<file path="src/sv/sps_pkg.sv">
package sps_pkg;

	localparam int CW = 32;
	localparam int DW = CW + 1;
	localparam int MW = DW + 1;
	localparam int PW = 2 * MW;
	localparam int AW = PW + 2;
	localparam int RW = 2 * DW;
	localparam int TW = 31;
	localparam int FW = 32;
	localparam int QDEPTH = 2;
	localparam int QPW = $clog2(QDEPTH);
	localparam int QCW = $clog2(QDEPTH + 1);
	localparam int PAR_SHIFT = 40;
	localparam logic [TW-1:0] TOL_RESET = TW'(7);

	localparam logic signed [AW-1:0] CMAX = {{(AW-CW+1){1'b0}}, {(CW-1){1'b1}}};
	localparam logic signed [AW-1:0] CMIN = {{(AW-CW+1){1'b1}}, {(CW-1){1'b0}}};

	typedef struct packed {
		logic signed [CW-1:0] sax;
		logic signed [CW-1:0] say;
		logic signed [CW-1:0] sbx;
		logic signed [CW-1:0] sby;
		logic signed [CW-1:0] oax;
		logic signed [CW-1:0] oay;
		logic signed [CW-1:0] obx;
		logic signed [CW-1:0] oby;
		logic signed [DW-1:0] d1x;
		logic signed [DW-1:0] d1y;
		logic signed [DW-1:0] d2x;
		logic signed [DW-1:0] d2y;
		logic                 zero;
	} item_t;

	typedef enum logic [5:0] {
		ST_IDLE, ST_L1A, ST_L1B, ST_L2A, ST_L2B,
		ST_SQ1S, ST_SQ1W, ST_SQ2S, ST_SQ2W,
		ST_EREL, ST_EDOT1, ST_EDOT2, ST_ECHK, ST_EDIV,
		ST_EEND1, ST_EEND2, ST_EX1, ST_EX2, ST_ETOL,
		ST_CD1, ST_CD2, ST_CPAR, ST_CT1, ST_CT2, ST_CU1, ST_CU2,
		ST_CCHK, ST_CDIVT, ST_CDIVUS, ST_CDIVU,
		ST_CE1, ST_CE2, ST_CE3, ST_CE4, ST_COX, ST_COY,
		ST_CEMIT, ST_CEMIT2, ST_FIN
	} state_t;

	function automatic logic signed [CW-1:0] sat_coord(input logic signed [AW-1:0] v);
		logic signed [CW-1:0] r;
		if (v > CMAX) begin
			r = CMAX[CW-1:0];
		end else if (v < CMIN) begin
			r = CMIN[CW-1:0];
		end else begin
			r = v[CW-1:0];
		end
		return r;
	endfunction

	function automatic logic signed [AW-1:0] abs_acc(input logic signed [AW-1:0] v);
		return v[AW-1] ? -v : v;
	endfunction

endpackage

</file>
<file path="src/sv/sps_queue.sv">
module sps_queue (
	input  logic           clk,
	input  logic           arst_n,
	input  logic           push,
	input  sps_pkg::item_t push_data,
	input  logic           pop,
	output sps_pkg::item_t head,
	output logic           empty,
	output logic           full
);

	sps_pkg::item_t            mem_q [sps_pkg::QDEPTH];
	logic [sps_pkg::QPW-1:0]   wr_q;
	logic [sps_pkg::QPW-1:0]   rd_q;
	logic [sps_pkg::QCW-1:0]   cnt_q;

	assign empty = cnt_q == '0;
	assign full  = cnt_q == sps_pkg::QCW'(sps_pkg::QDEPTH);
	assign head  = mem_q[rd_q];

	always_ff @(posedge clk or negedge arst_n) begin
		if (!arst_n) begin
			wr_q  <= '0;
			rd_q  <= '0;
			cnt_q <= '0;
		end else begin
			if (push) begin
				wr_q <= wr_q + sps_pkg::QPW'(1);
			end
			if (pop) begin
				rd_q <= rd_q + sps_pkg::QPW'(1);
			end
			if (push && !pop) begin
				cnt_q <= cnt_q + sps_pkg::QCW'(1);
			end else if (pop && !push) begin
				cnt_q <= cnt_q - sps_pkg::QCW'(1);
			end
		end
	end

	always_ff @(posedge clk) begin
		if (push) begin
			mem_q[wr_q] <= push_data;
		end
	end

`ifndef SYNTHESIS
	a_no_overflow: assert property (@(posedge clk) disable iff (!arst_n)
		push |-> !full) else $error("queue written while full");
	a_no_underflow: assert property (@(posedge clk) disable iff (!arst_n)
		pop |-> !empty) else $error("queue read while empty");
	a_count_bound: assert property (@(posedge clk) disable iff (!arst_n)
		cnt_q <= sps_pkg::QCW'(sps_pkg::QDEPTH)) else $error("queue count out of range");
	a_count_step: assert property (@(posedge clk) disable iff (!arst_n)
		(push && !pop) |=> cnt_q == $past(cnt_q) + sps_pkg::QCW'(1))
		else $error("queue count did not advance");
`endif

endmodule

</file>
<file path="config.mk">
export PLATFORM = sky130hd
export DESIGN_NAME = sps_queue
export DESIGN_NICKNAME = d
export VERILOG_FILES = /design/src/sv/sps_pkg.sv /design/src/sv/sps_queue.sv
export SDC_FILE = /design/constraint.sdc
export NUM_CORES = 1
export LEC_CHECK = 0
export BUFFER_PORTS_ARGS = -buffer_cell sky130_fd_sc_hd__buf_4
export CORE_AREA = 8 8 318 320
export DETAILED_ROUTE_END_ITERATION = 16
export DIE_AREA = 0 0 326 328
export PLACE_DENSITY = 0.59
export SYNTH_ARGS = -nofsm -noshare
export SYNTH_HDL_FRONTEND = slang
export SYNTH_SLANG_ARGS = --single-unit
</file>
<file path="constraint.sdc">
create_clock -name clk -period 45.7 [get_ports clk]
set_input_delay 11.425 -clock clk [delete_from_list [all_inputs] [get_ports clk]]
set_output_delay 11.425 -clock clk [all_outputs]
set_load 0.01 [all_outputs]
</file>
# After elaboration in Yosys (flattened, before gate mapping)

Memories as Yosys holds them, arrays and structs flattened.
Index checks and enable logic that the tools add are counted.

Bits in registers: 4
Output and inout bits: 391
Memories kept: 1
Word-level logic and storage cells: 19
Input port bits: 393
Memory bits (writable): 778

Memory list:

| memory | depth | bits a word | read ports | clocked after Yosys merged registers in | write ports | RTL line        | source |
|---|---|---|---|---|---|---|---|
| mem_q  | 2     | 389         | 1          | 0                                       | 1           | sps_queue.sv:12 | `sps_pkg::item_t mem_q [sps_pkg::QDEPTH];` |

Multiplexer cells: 4
$add $sub $neg: 4
Equality and inequality tests: 1
Reduce and logical (&&, ||, !) cells: 6

Operators with widths:

| kind                                             | number |
|---|---|
| two-way mux 2 bit                                | 2 |
| adder 1 bit, second input constant               | 2 |
| adder 2 x 1 -> 2 bit, second input constant      | 1 |
| == test 2 bit, second input constant             | 1 |
| logical AND 1 bit                                | 2 |
| zero test 1 bit                                  | 2 |
| zero test 2 bit                                  | 1 |
| two-way mux 1 bit                                | 2 |
| nonzero test 2 bit                               | 1 |
| subtractor 2 x 1 -> 2 bit, second input constant | 1 |

# Logic depth before layout (Yosys ltp)

Depth after elaboration: 4
Gate-level depth with buffers: 5
Gate-level depth less buffers: 5

# Worst setup path after synthesis

No wires, ideal clock.

Path type: input to register
From: input push
To: memory mem_q[0][0] in the netlist's numbering (enable)
Stages: 1
Library setup time: 1195 ps
Path buffers: 0
Required time: 44505 ps
Slack: 16383 ps
Arrival: 28122 ps
Cell sequence: nor2b_1

Word-level cells in the longest chain between the ends: 2

Ends and longest elaborated chain:

| item                                    | RTL line        | source |
|---|---|---|
| start: declaration                      | sps_queue.sv:4  | `input logic push,` |
| two-way mux 1 bit                       | sps_queue.sv:42 | `if (push) begin` |
| two-way mux 1 bit (not written as such) | sps_queue.sv:43 | `mem_q[wr_q] <= push_data;` |
| end: declaration                        | sps_queue.sv:12 |  |

Every way passes these cells.

==> impl_metrics.csv <==
group,metric,value,unit
outcome,status,"completed",
cells_and_area,final_nets,2461,
cts,numClockSinks,782,
detailed_routing,dr.pass1.iters,4,
power_and_ir_drop,fin_total_pwr,2.38,mW
synth,ys_warn_count,0,
cells_and_area,num-fill-cells,8697,
floorplan,rows,114,
floorplan,core-area,0.0960,mm²
synth,yosysSeqAreaShare,0.821,
critical_path,timing.rr.start,"wr_q",
floorplan,start_util,0.298,
placement,numPortBuffers,783,
floorplan,die_w,326,µm
critical_path,crit_fanout,62,
synth,yosysTopAreaCell,"edfxtp_1",
floorplan,die-area,0.107,mm²
global_route,track_usage,0.130,
timing,finalCritPeriodShare,0.351,
synth,async_flop_share,0.00512,
synth,syn_area,0.0286,mm²
cts,cts_tree,"yes",
global_route,use_met1,0.137,
cells_and_area,area_delta_synth_final,34.7,%
global_route,grt_max_degree,147,
global_route,busiest_layer,"met2",
detailed_routing,wl,73600,µm
critical_path,path_class,"reg -> out",
timing,period_minus_slack,16040,ps
power_and_ir_drop,p_per_area,61.7,mW/mm²
cts,clkTransAtPathRegs,50,ps
cells_and_area,instances_no_fill,3413,
cts,cts-root-buf,"clkbuf_16",
global_route,gr-total-overflow,0,
detailed_routing,drc,0,
power_and_ir_drop,ir_drop,0.0431,mV
timing,drv_slew,0,
timing,max_freq,62.4,MHz
critical_path,worstSetupStartpointType,"flop",
detailed_routing,drtIter0Drc,831,
global_route,grt_pass1_wl,105000,µm
synth,synthTopCellsByArea,"edfxtp_1 82%, mux2_2 11%, mux2_4 5.3%",
synth,synth_ff_type,"edfxtp_1",
synth,syn-num-nets,1620,
global_route,grt_pass1_vias,16200,
timing,setup_viol,0,
placement,gp_congestion,0.810,
synth,synth_most_common_cell,"edfxtp_1",
timing,timing.hold.ws,516,ps
critical_path,r2r_slack,41570,ps
synth,synthCells,1226,
synth,synth_edf_count,778,
cts,clk_latency,650,ps
critical_path,worstPathArrival,4610,ps
global_route,use_met2,0.221,
power_and_ir_drop,p_leak,14.4,nW
detailed_routing,vias,14500,
floorplan,fp.dieH,328,µm
global_route,antenna_found_initial,7,
cts,clk_path_buf_depth,3,
cts,h-tree-depth,3,
min_path,worstHoldEndpoint,"cnt_q[1]",
detailed_routing,viasPerCell,4.26,
critical_path,endpoint_kind,"output pin",
detailed_routing,wl_per_cell,21.6,µm
min_path,hp-start,"cnt_q[1]",
critical_path,worstSetupStartpoint,"rd_q",
cts,cts_inserted_buffers,83,
synth,ys_top_cells_by_count,"778 x edfxtp_1, 289 x mux2_2, 100 x mux2_4",
synth,synth.distinct_cells,13,
cts,post_cts_buffers,0,
timing,slew_headroom,0.311,
timing,rsz0062_at_grt,"no",
cells_and_area,final_layout_size_suffix_gt1_frac,0.612,
floorplan,ioPinCount,784,
min_path,whs_path_depth,1,
timing,finClkSkew,22.8,ps
synth,netlist.area_leader.share,0.817,
cts,cts_resized,0,
placement,hpwl,53700,µm
cts,hold_buffers,0,
detailed_routing,antenna_left,0,
critical_path,critical_path_required,34270,ps
timing,hold_viol_final,0,
synth,ys_seq_elements,782,
min_path,hp-class,"reg -> reg",
synth,synth_area_per_cell,23.3,µm²
timing,fin_setup_tns,0,ps
critical_path,r2r-end,"mem_q[1][260]",
critical_path,ff2ff_path_depth,4,
placement,dp.cells,3258,
global_route,met3_usage,0.0670,
run,cap_violations,0,
timing,tightest_slew,1030,ps
placed cells by master, fill, tap and decap left out, types with 2 or more instances in the layout:
cell type   instances
clkbuf_16          84
nor2_1              2
clkbuf_1           19
buf_4             798
mux2_2            289
xor2_1              4
inv_16              3
mux2_4            100
clkinv_2           14
clkinvlp_4          4
dfrtp_1             3
bufinv_16           3
diode_2             3
edfxtp_1          778
clkinv_1           19
inv_6               4
layout make-up:
| class | instances | area [µm²] | area share |
|---|---|---|---|
| multi-input cells | 400 | 4850 | 0.126 |
| flip-flops and latches | 782 | 23500 | 0.609 |
| diodes | 3 | 7.51 | 0.000195 |
| inverters | 1 | 3.75 | 0.0000975 |
| well taps | 1276 | 1600 | 0.0415 |
| clock inverters | 49 | 395 | 0.0103 |
| repair buffers | 799 | 6010 | 0.156 |
| clock buffers | 103 | 2170 | 0.0564 |
worst max-delay path by stage:
stage                  endpoint  cells past startpoint
floorplan           mem_q[0][0]                      1
global placement      head[185]                      5
detailed placement    head[185]                      5
CTS                   head[185]                      5
global route          head[185]                      5
finish                head[183]                      5
power breakdown:
group | leakage (nW) | internal, mW | switching [mW]
logic | 5.85 | 0.381 | 0.372
clock network | 1.25 | 0.358 | 0.273
registers | 7.35 | 0.953 | 0.0389
total | 14.4 | 1.69 | 0.683
per-layer routing:
| metal | vias to the layer above | part of all wire |
|---|---|---|
| met2 | 604 | 0.50 |
| met5 | - | 0.00038 |
| met4 | 6 | 0.027 |
| met1 | 7219 | 0.36 |
| met3 | 113 | 0.11 |
| li1 | 6602 | - |
per-stage QoR:
step / area, µm² / util / setup WS [ps]
after floorplan: 28600 / - / 16380
after global placement: 35900 / 0.374 / 30320
after detailed placement: 35900 / 0.374 / 30230
after CTS: 38500 / 0.401 / 29490
after global routing: 38500 / 0.401 / 29340
final: 38500 / 0.401 / 29660
critical path: stages, from the launching register on:
cell and delay, ps:
dfrtp_4 860, buf_4 790, buf_4 750, buf_4 800, mux2_2 430, buf_4 150
sequential cells by signal, summed over array words and instances (netlist names):
register	cells
rd_q	1
wr_q	1
mem_q	778
cnt_q	2
cells by family (layout without fill, tap and decap cells):
logic type,Yosys count,count (layout),synth area share
buffers and inverters,44,952,0.0101
and+or+nand+nor,5,5,0.000919
muxes,389,389,0.166
xor gates and xnor gates,5,5,0.00153
DFF,782,782,0.821
adders and majority gates,1,1,0.000438
other,0,3,0
No activity file was read; power rests on OpenSTA's default activity.
