File: src/sv/sps_pkg.sv
package sps_pkg;

	localparam int CW = 32;
	localparam int DW = CW + 1;
	localparam int MW = DW + 1;
	localparam int PW = 2 * MW;
	localparam int AW = PW + 2;
	localparam int RW = 2 * DW;
	localparam int TW = 31;
	localparam int FW = 32;
	localparam int QDEPTH = 2;
	localparam int QPW = $clog2(QDEPTH);
	localparam int QCW = $clog2(QDEPTH + 1);
	localparam int PAR_SHIFT = 40;
	localparam logic [TW-1:0] TOL_RESET = TW'(7);

	localparam logic signed [AW-1:0] CMAX = {{(AW-CW+1){1'b0}}, {(CW-1){1'b1}}};
	localparam logic signed [AW-1:0] CMIN = {{(AW-CW+1){1'b1}}, {(CW-1){1'b0}}};

	typedef struct packed {
		logic signed [CW-1:0] sax;
		logic signed [CW-1:0] say;
		logic signed [CW-1:0] sbx;
		logic signed [CW-1:0] sby;
		logic signed [CW-1:0] oax;
		logic signed [CW-1:0] oay;
		logic signed [CW-1:0] obx;
		logic signed [CW-1:0] oby;
		logic signed [DW-1:0] d1x;
		logic signed [DW-1:0] d1y;
		logic signed [DW-1:0] d2x;
		logic signed [DW-1:0] d2y;
		logic                 zero;
	} item_t;

	typedef enum logic [5:0] {
		ST_IDLE, ST_L1A, ST_L1B, ST_L2A, ST_L2B,
		ST_SQ1S, ST_SQ1W, ST_SQ2S, ST_SQ2W,
		ST_EREL, ST_EDOT1, ST_EDOT2, ST_ECHK, ST_EDIV,
		ST_EEND1, ST_EEND2, ST_EX1, ST_EX2, ST_ETOL,
		ST_CD1, ST_CD2, ST_CPAR, ST_CT1, ST_CT2, ST_CU1, ST_CU2,
		ST_CCHK, ST_CDIVT, ST_CDIVUS, ST_CDIVU,
		ST_CE1, ST_CE2, ST_CE3, ST_CE4, ST_COX, ST_COY,
		ST_CEMIT, ST_CEMIT2, ST_FIN
	} state_t;

	function automatic logic signed [CW-1:0] sat_coord(input logic signed [AW-1:0] v);
		logic signed [CW-1:0] r;
		if (v > CMAX) begin
			r = CMAX[CW-1:0];
		end else if (v < CMIN) begin
			r = CMIN[CW-1:0];
		end else begin
			r = v[CW-1:0];
		end
		return r;
	endfunction

	function automatic logic signed [AW-1:0] abs_acc(input logic signed [AW-1:0] v);
		return v[AW-1] ? -v : v;
	endfunction

endpackage

File: src/sv/sps_front.sv
module sps_front (
	input  logic                         clk,
	input  logic                         arst_n,
	input  logic                         start,
	input  logic signed [sps_pkg::CW-1:0] first_start_x,
	input  logic signed [sps_pkg::CW-1:0] first_start_y,
	input  logic signed [sps_pkg::CW-1:0] first_end_x,
	input  logic signed [sps_pkg::CW-1:0] first_end_y,
	input  logic signed [sps_pkg::CW-1:0] second_start_x,
	input  logic signed [sps_pkg::CW-1:0] second_start_y,
	input  logic signed [sps_pkg::CW-1:0] second_end_x,
	input  logic signed [sps_pkg::CW-1:0] second_end_y,
	input  logic                         q_full,
	output logic                         busy,
	output logic                         push,
	output sps_pkg::item_t               push_data
);

	logic           valid_s1;
	sps_pkg::item_t item_s1;
	sps_pkg::item_t item_d;
	logic           take;

	always_comb begin
		item_d.sax  = first_start_x;
		item_d.say  = first_start_y;
		item_d.sbx  = first_end_x;
		item_d.sby  = first_end_y;
		item_d.oax  = second_start_x;
		item_d.oay  = second_start_y;
		item_d.obx  = second_end_x;
		item_d.oby  = second_end_y;
		item_d.d1x  = $signed({first_end_x[sps_pkg::CW-1], first_end_x})
			- $signed({first_start_x[sps_pkg::CW-1], first_start_x});
		item_d.d1y  = $signed({first_end_y[sps_pkg::CW-1], first_end_y})
			- $signed({first_start_y[sps_pkg::CW-1], first_start_y});
		item_d.d2x  = $signed({second_end_x[sps_pkg::CW-1], second_end_x})
			- $signed({second_start_x[sps_pkg::CW-1], second_start_x});
		item_d.d2y  = $signed({second_end_y[sps_pkg::CW-1], second_end_y})
			- $signed({second_start_y[sps_pkg::CW-1], second_start_y});
		item_d.zero = ((item_d.d1x == '0) && (item_d.d1y == '0))
			|| ((item_d.d2x == '0) && (item_d.d2y == '0));
	end

	assign busy = valid_s1 && q_full;
	assign push = valid_s1 && !q_full;
	assign take = start && !busy;
	assign push_data = item_s1;

	always_ff @(posedge clk or negedge arst_n) begin
		if (!arst_n) begin
			valid_s1 <= 1'b0;
		end else if (take) begin
			valid_s1 <= 1'b1;
		end else if (push) begin
			valid_s1 <= 1'b0;
		end
	end

	always_ff @(posedge clk) begin
		if (take) begin
			item_s1 <= item_d;
		end
	end

endmodule

File: config.mk
export PLATFORM = sky130hd
export DESIGN_NAME = sps_front
export DESIGN_NICKNAME = d
export VERILOG_FILES = /design/src/sv/sps_pkg.sv /design/src/sv/sps_front.sv
export SDC_FILE = /design/constraint.sdc
export NUM_CORES = 1
export LEC_CHECK = 0
export BUFFER_PORTS_ARGS = -buffer_cell sky130_fd_sc_hd__buf_2
export CAP_MARGIN = 20
export CORE_AREA = 2 2 256 258
export DETAILED_ROUTE_END_ITERATION = 8
export DIE_AREA = 0 0 258 260
export MAX_ROUTING_LAYER = met4
export REMOVE_ABC_BUFFERS = 1
export SLEW_MARGIN = 20
export SYNTH_ARGS = -nofsm -noshare
export SYNTH_HDL_FRONTEND = slang
export SYNTH_SLANG_ARGS = --single-unit
File: constraint.sdc
create_clock -name clk -period 17.2 [get_ports clk]
set_input_delay 2.58 -clock clk [delete_from_list [all_inputs] [get_ports clk]]
set_output_delay 2.58 -clock clk [all_outputs]
set_load 0.05 [all_outputs]
Word level (Yosys, flattened, before mapping)
Index checks and enable logic that the tools add are counted.
- logic and storage cells: 33
- register bits: 390
- output and inout port bits: 391
- add/sub/neg operators: 4
- multiplexer cells: 2
- reduce and logical (&&, ||, !) cells: 13
- operators by type and width (operator ; number):
    33-bit logical NOT ; 4
    32-bit by 32-bit subtractor with 33-bit output ; 4
    1-bit logical AND ; 5
    1-bit logical NOT ; 2
    1-bit 2-to-1 mux ; 2
    2-bit nonzero test ; 1
    1-bit logical OR ; 1

Logic depth before layout (Yosys ltp)
- depth after elaboration: 4
- mapped depth: 14
- mapped depth without buffers: 14

Worst setup path after synthesis
No wires, ideal clock.
- path kind: in2reg
- start point: in q_full
- end point: reg item_s1, in the netlist push_data[0], enable pin
- arrival: 19.875 ns
- buffers on the path: 0
- stages: 2
- library setup time: 1.185 ns
- path slack: -3.860 ns
- cell sequence: and2_1 -> nor2b_1
- word-level cells in the longest chain between the ends: 3
- RTL lines (element ; line ; source):
    start, declared ; sps_front.sv:13 ; input logic q_full,
    1-bit logical AND ; sps_front.sv:45 ; assign busy = valid_s1 && q_full;
    1-bit logical NOT ; sps_front.sv:47 ; assign take = start && !busy;
    1-bit logical AND ; sps_front.sv:47 ;
    via take ; sps_front.sv:22 ; logic take;
    end signal, assigned ; sps_front.sv:62 ; item_s1 <= item_d;
    end, declared ; sps_front.sv:20 ; sps_pkg::item_t item_s1;
The timed path passes the listed nets, and every way through them passes these cells.
A chain may end at the register's enable or synchronous reset.

==> out/qor.yml <==
core_area_um2: 64100
netlist_area_um2: 19700
grt_max_degree: 175
first_iter_violations: 963
endpoint_kind: "register"
finalClockSkew_ns: 0.00866
die_area_um2: 67100
crit_fanout: 3
cellLeakagePower_nw: 11.0
synth-main-ff-cell: "edfxtp_1"
holdWs_ns: 0.687
slowest_stage: "nor4_1"
clkLatencyLatePin_ns: 0.59
die_h_um: 260
rsz0062_at_grt: "false"
ys_seq_elements: 390
synthCells: 1609
clock-sinks: 390
initial_core_util_pct: 30.7
die_w_um: 258
grt-ovfl-total: 0
drtAntennaViolNets: 0
ir_worst_vdd_mv: 0.0810
cp-start-kind: "input pin"
drt-total-wl_mm: 68.1
routed_via_density: 4.95
wl_per_cell_um: 21.4
ioPinCount: 651
min_period_ns: 6.66
min_period_over_period_pct: 38.7
numCtsBuffers: 46
htreeDepth: 2
dp.cells: 3092
synth_edf_count: 389
p_total_mw: 2.94
slew_headroom_pct: 26.8
fmax_mhz: 150
finalHoldViolCount: 0
ys_warn_count: 0
antenna_found_initial: 9
hp-class: "register to register"
num_vias: 15800
postCtsHoldBufs: 0
status: "complete, no violations"
gp_congestion: 0.903
cpMostUsedCell: "or4_1"
setup_violations: 0
power_density_nw_per_um2: 115
maxSlewViolCount: 0
area_growth_pct: 29.8
cts_resized: 0
cts_tree: "yes"
hpwlAfterDp_mm: 55.5
num-nets-final: 2677
grtUsageTotal_pct: 20.0
cts_root_buffer: "clkbuf_16"
maxCapViolCount: 0
post_cts_buffers: 0
grt_first_pass_wirelength_mm: 98.4
num_rows: 93
cp_data_arrival_time_ns: 7.09
path_clk_slew_ns: 0.06
crit_path_cell_trace: "buf_2, ha_1, fa_1, nand2b_1, a211oi_1, o31ai_2, o31a_1, o31ai_1, xor2_1, or4_1, or4_1, or4_1, nor4_1, o2bb2ai_1"
critical-path-top-delay-family: "simple AND/OR/NAND/NOR gates"
synth.yosys.seq_area_share_pct: 59.5
avgSynthCellArea_um2: 12.2
worst_slew_pin_slew_ns: 1.10
critPathKind: "input pin to register"
numPortBuffers: 650
cts.path.max_buffers: 3
grt_pass1_vias: 16100
max_stage_delay_ns: 0.59
crit_buf_inv: 1
ys_types: 82
drc: 0
fin_cells: 3182
first_pass_iters: 5
postSynth.asyncResetShare_pct: 0.256
r2r_setup_slack_ns: 14.38
drive_above_1_share_pct: 32.9
critPathRequiredTime_ns: 17.64
sequential cells by signal, summed over array words and instances (netlist names):
name	count
push_data	389
valid_s1	1
path summary, 6_finish.rpt:
path / from / to / cells past startpoint
setup reg to reg: valid_s1 / push_data[125] / 4
hold reg to reg: valid_s1 / valid_s1 / 2
max in group asynchronous: arst_n / valid_s1 / 1
min in group asynchronous: arst_n / valid_s1 / 1
setup / recovery: first_start_x[0] / push_data[0] / 14
hold / removal: valid_s1 / valid_s1 / 2
report_power, final:
group	switching, mW	leakage (nW)	total [mW]	internal [mW]
Combinational	0.551	6.48	0.747	0.196
Sequential	0.0219	3.71	1.17	1.15
Clock	0.403	0.770	1.02	0.621
cell usage after synthesis (5+ instances only):
master | count | area, µm²
nand3b_1 | 6 | 45.0
o31ai_1 | 6 | 45.0
clkbuf_1 | 23 | 86.3
xor2_1 | 42 | 368
o21ai_0 | 63 | 315
and3_1 | 12 | 75.1
o2111ai_1 | 7 | 61.3
o21a_1 | 22 | 165
a21boi_0 | 8 | 60.1
xnor2_1 | 60 | 526
or4_1 | 10 | 75.1
o21ai_1 | 10 | 50.1
a21oi_1 | 124 | 621
nor4_1 | 10 | 62.6
nand2_1 | 92 | 345
a21o_1 | 37 | 278
edfxtp_1 | 389 | 11700
nor2b_1 | 16 | 100
a211oi_1 | 16 | 120
or2_2 | 8 | 50.1
nand2b_1 | 17 | 106
o21bai_1 | 10 | 75.1
inv_1 | 164 | 616
nor2_1 | 86 | 323
nand3_1 | 29 | 145
or3_1 | 15 | 93.8
nor4b_1 | 5 | 43.8
a41oi_1 | 5 | 43.8
nand4_1 | 18 | 113
a31oi_1 | 12 | 75.1
nor3_1 | 38 | 190
ha_1 | 128 | 1600
nor3b_1 | 5 | 37.5
and2_1 | 12 | 75.1
o211ai_1 | 12 | 90.1
worst reg2reg max path, delay by kind of cell (launching register included):
family,cells,cell delay (ns)
DFF,1,0.37
and+or+nand+nor,2,0.31
buffers and inverters,2,1.65
placed cells by master, fill, tap and decap left out, types with 5 or more instances in the layout:
cell type / instances
diode_2: 6
o21bai_1: 10
inv_1: 164
ha_1: 128
o21ai_0: 63
nor2b_1: 15
o2111ai_1: 7
clkbuf_1: 8
or3_1: 15
clkbuf_16: 49
a21oi_1: 124
a41oi_1: 5
buf_2: 650
nor3_1: 38
nand4_1: 18
o21ai_1: 10
nor2_1: 86
a211oi_1: 16
nor3b_1: 5
nand2b_1: 17
o21a_1: 22
and2_1: 12
nor4b_1: 5
a21boi_0: 8
a31oi_1: 12
xnor2_1: 60
clkinv_2: 7
and3_1: 12
a21o_1: 37
bufinv_16: 6
o31ai_1: 6
nand2_1: 92
nand3_1: 29
edfxtp_1: 389
o211ai_1: 12
nand3b_1: 6
or4_1: 10
nor4_1: 10
or2_2: 8
xor2_1: 42
final cells by class:
class	instances	area (µm²)
timing repair buffer	655	3300
tap	855	1070
clock inverter	24	288
clock buffer	60	1300
fill	6212	38600
antenna	6	15.0
inverter	164	616
sequential	390	11700
multi-input combinational	1028	7260
layer usage:
| metal | global-route usage [%] | part of all wire (%) |
|---|---|---|
| met1 | 20.9 | 37 |
| met2 | 36.8 | 52 |
| met3 | 5.31 | 8.0 |
| met4 | 6.02 | 2.6 |
| met5 | - | 0 |
metrics by stage:
step / instance area (µm²) / worst slack [ns] / utilization [%] / TNS [ns]
final: 25600 / 10.54 / 39.9 / 0
after global routing: 25600 / 10.34 / 39.9 / 0
after CTS: 25500 / 10.64 / 39.8 / 0
after detailed placement: 24000 / 10.02 / 37.4 / 0
after global placement: 24000 / 10.20 / 37.4 / 0
after floorplan: 19600 / -3.86 / - / -1501.45
kinds of logic after synthesis:
group | count (synthesis) | share of synthesized area [%]
simple gates | 395 | 10.3
fa+ha+maj | 132 | 8.54
buf+inv | 191 | 3.71
xor+xnor | 102 | 4.54
flops | 390 | 59.5
compound gates | 394 | 13.2
mux | 5 | 0.261
No activity file was read; power rests on OpenSTA's default activity.
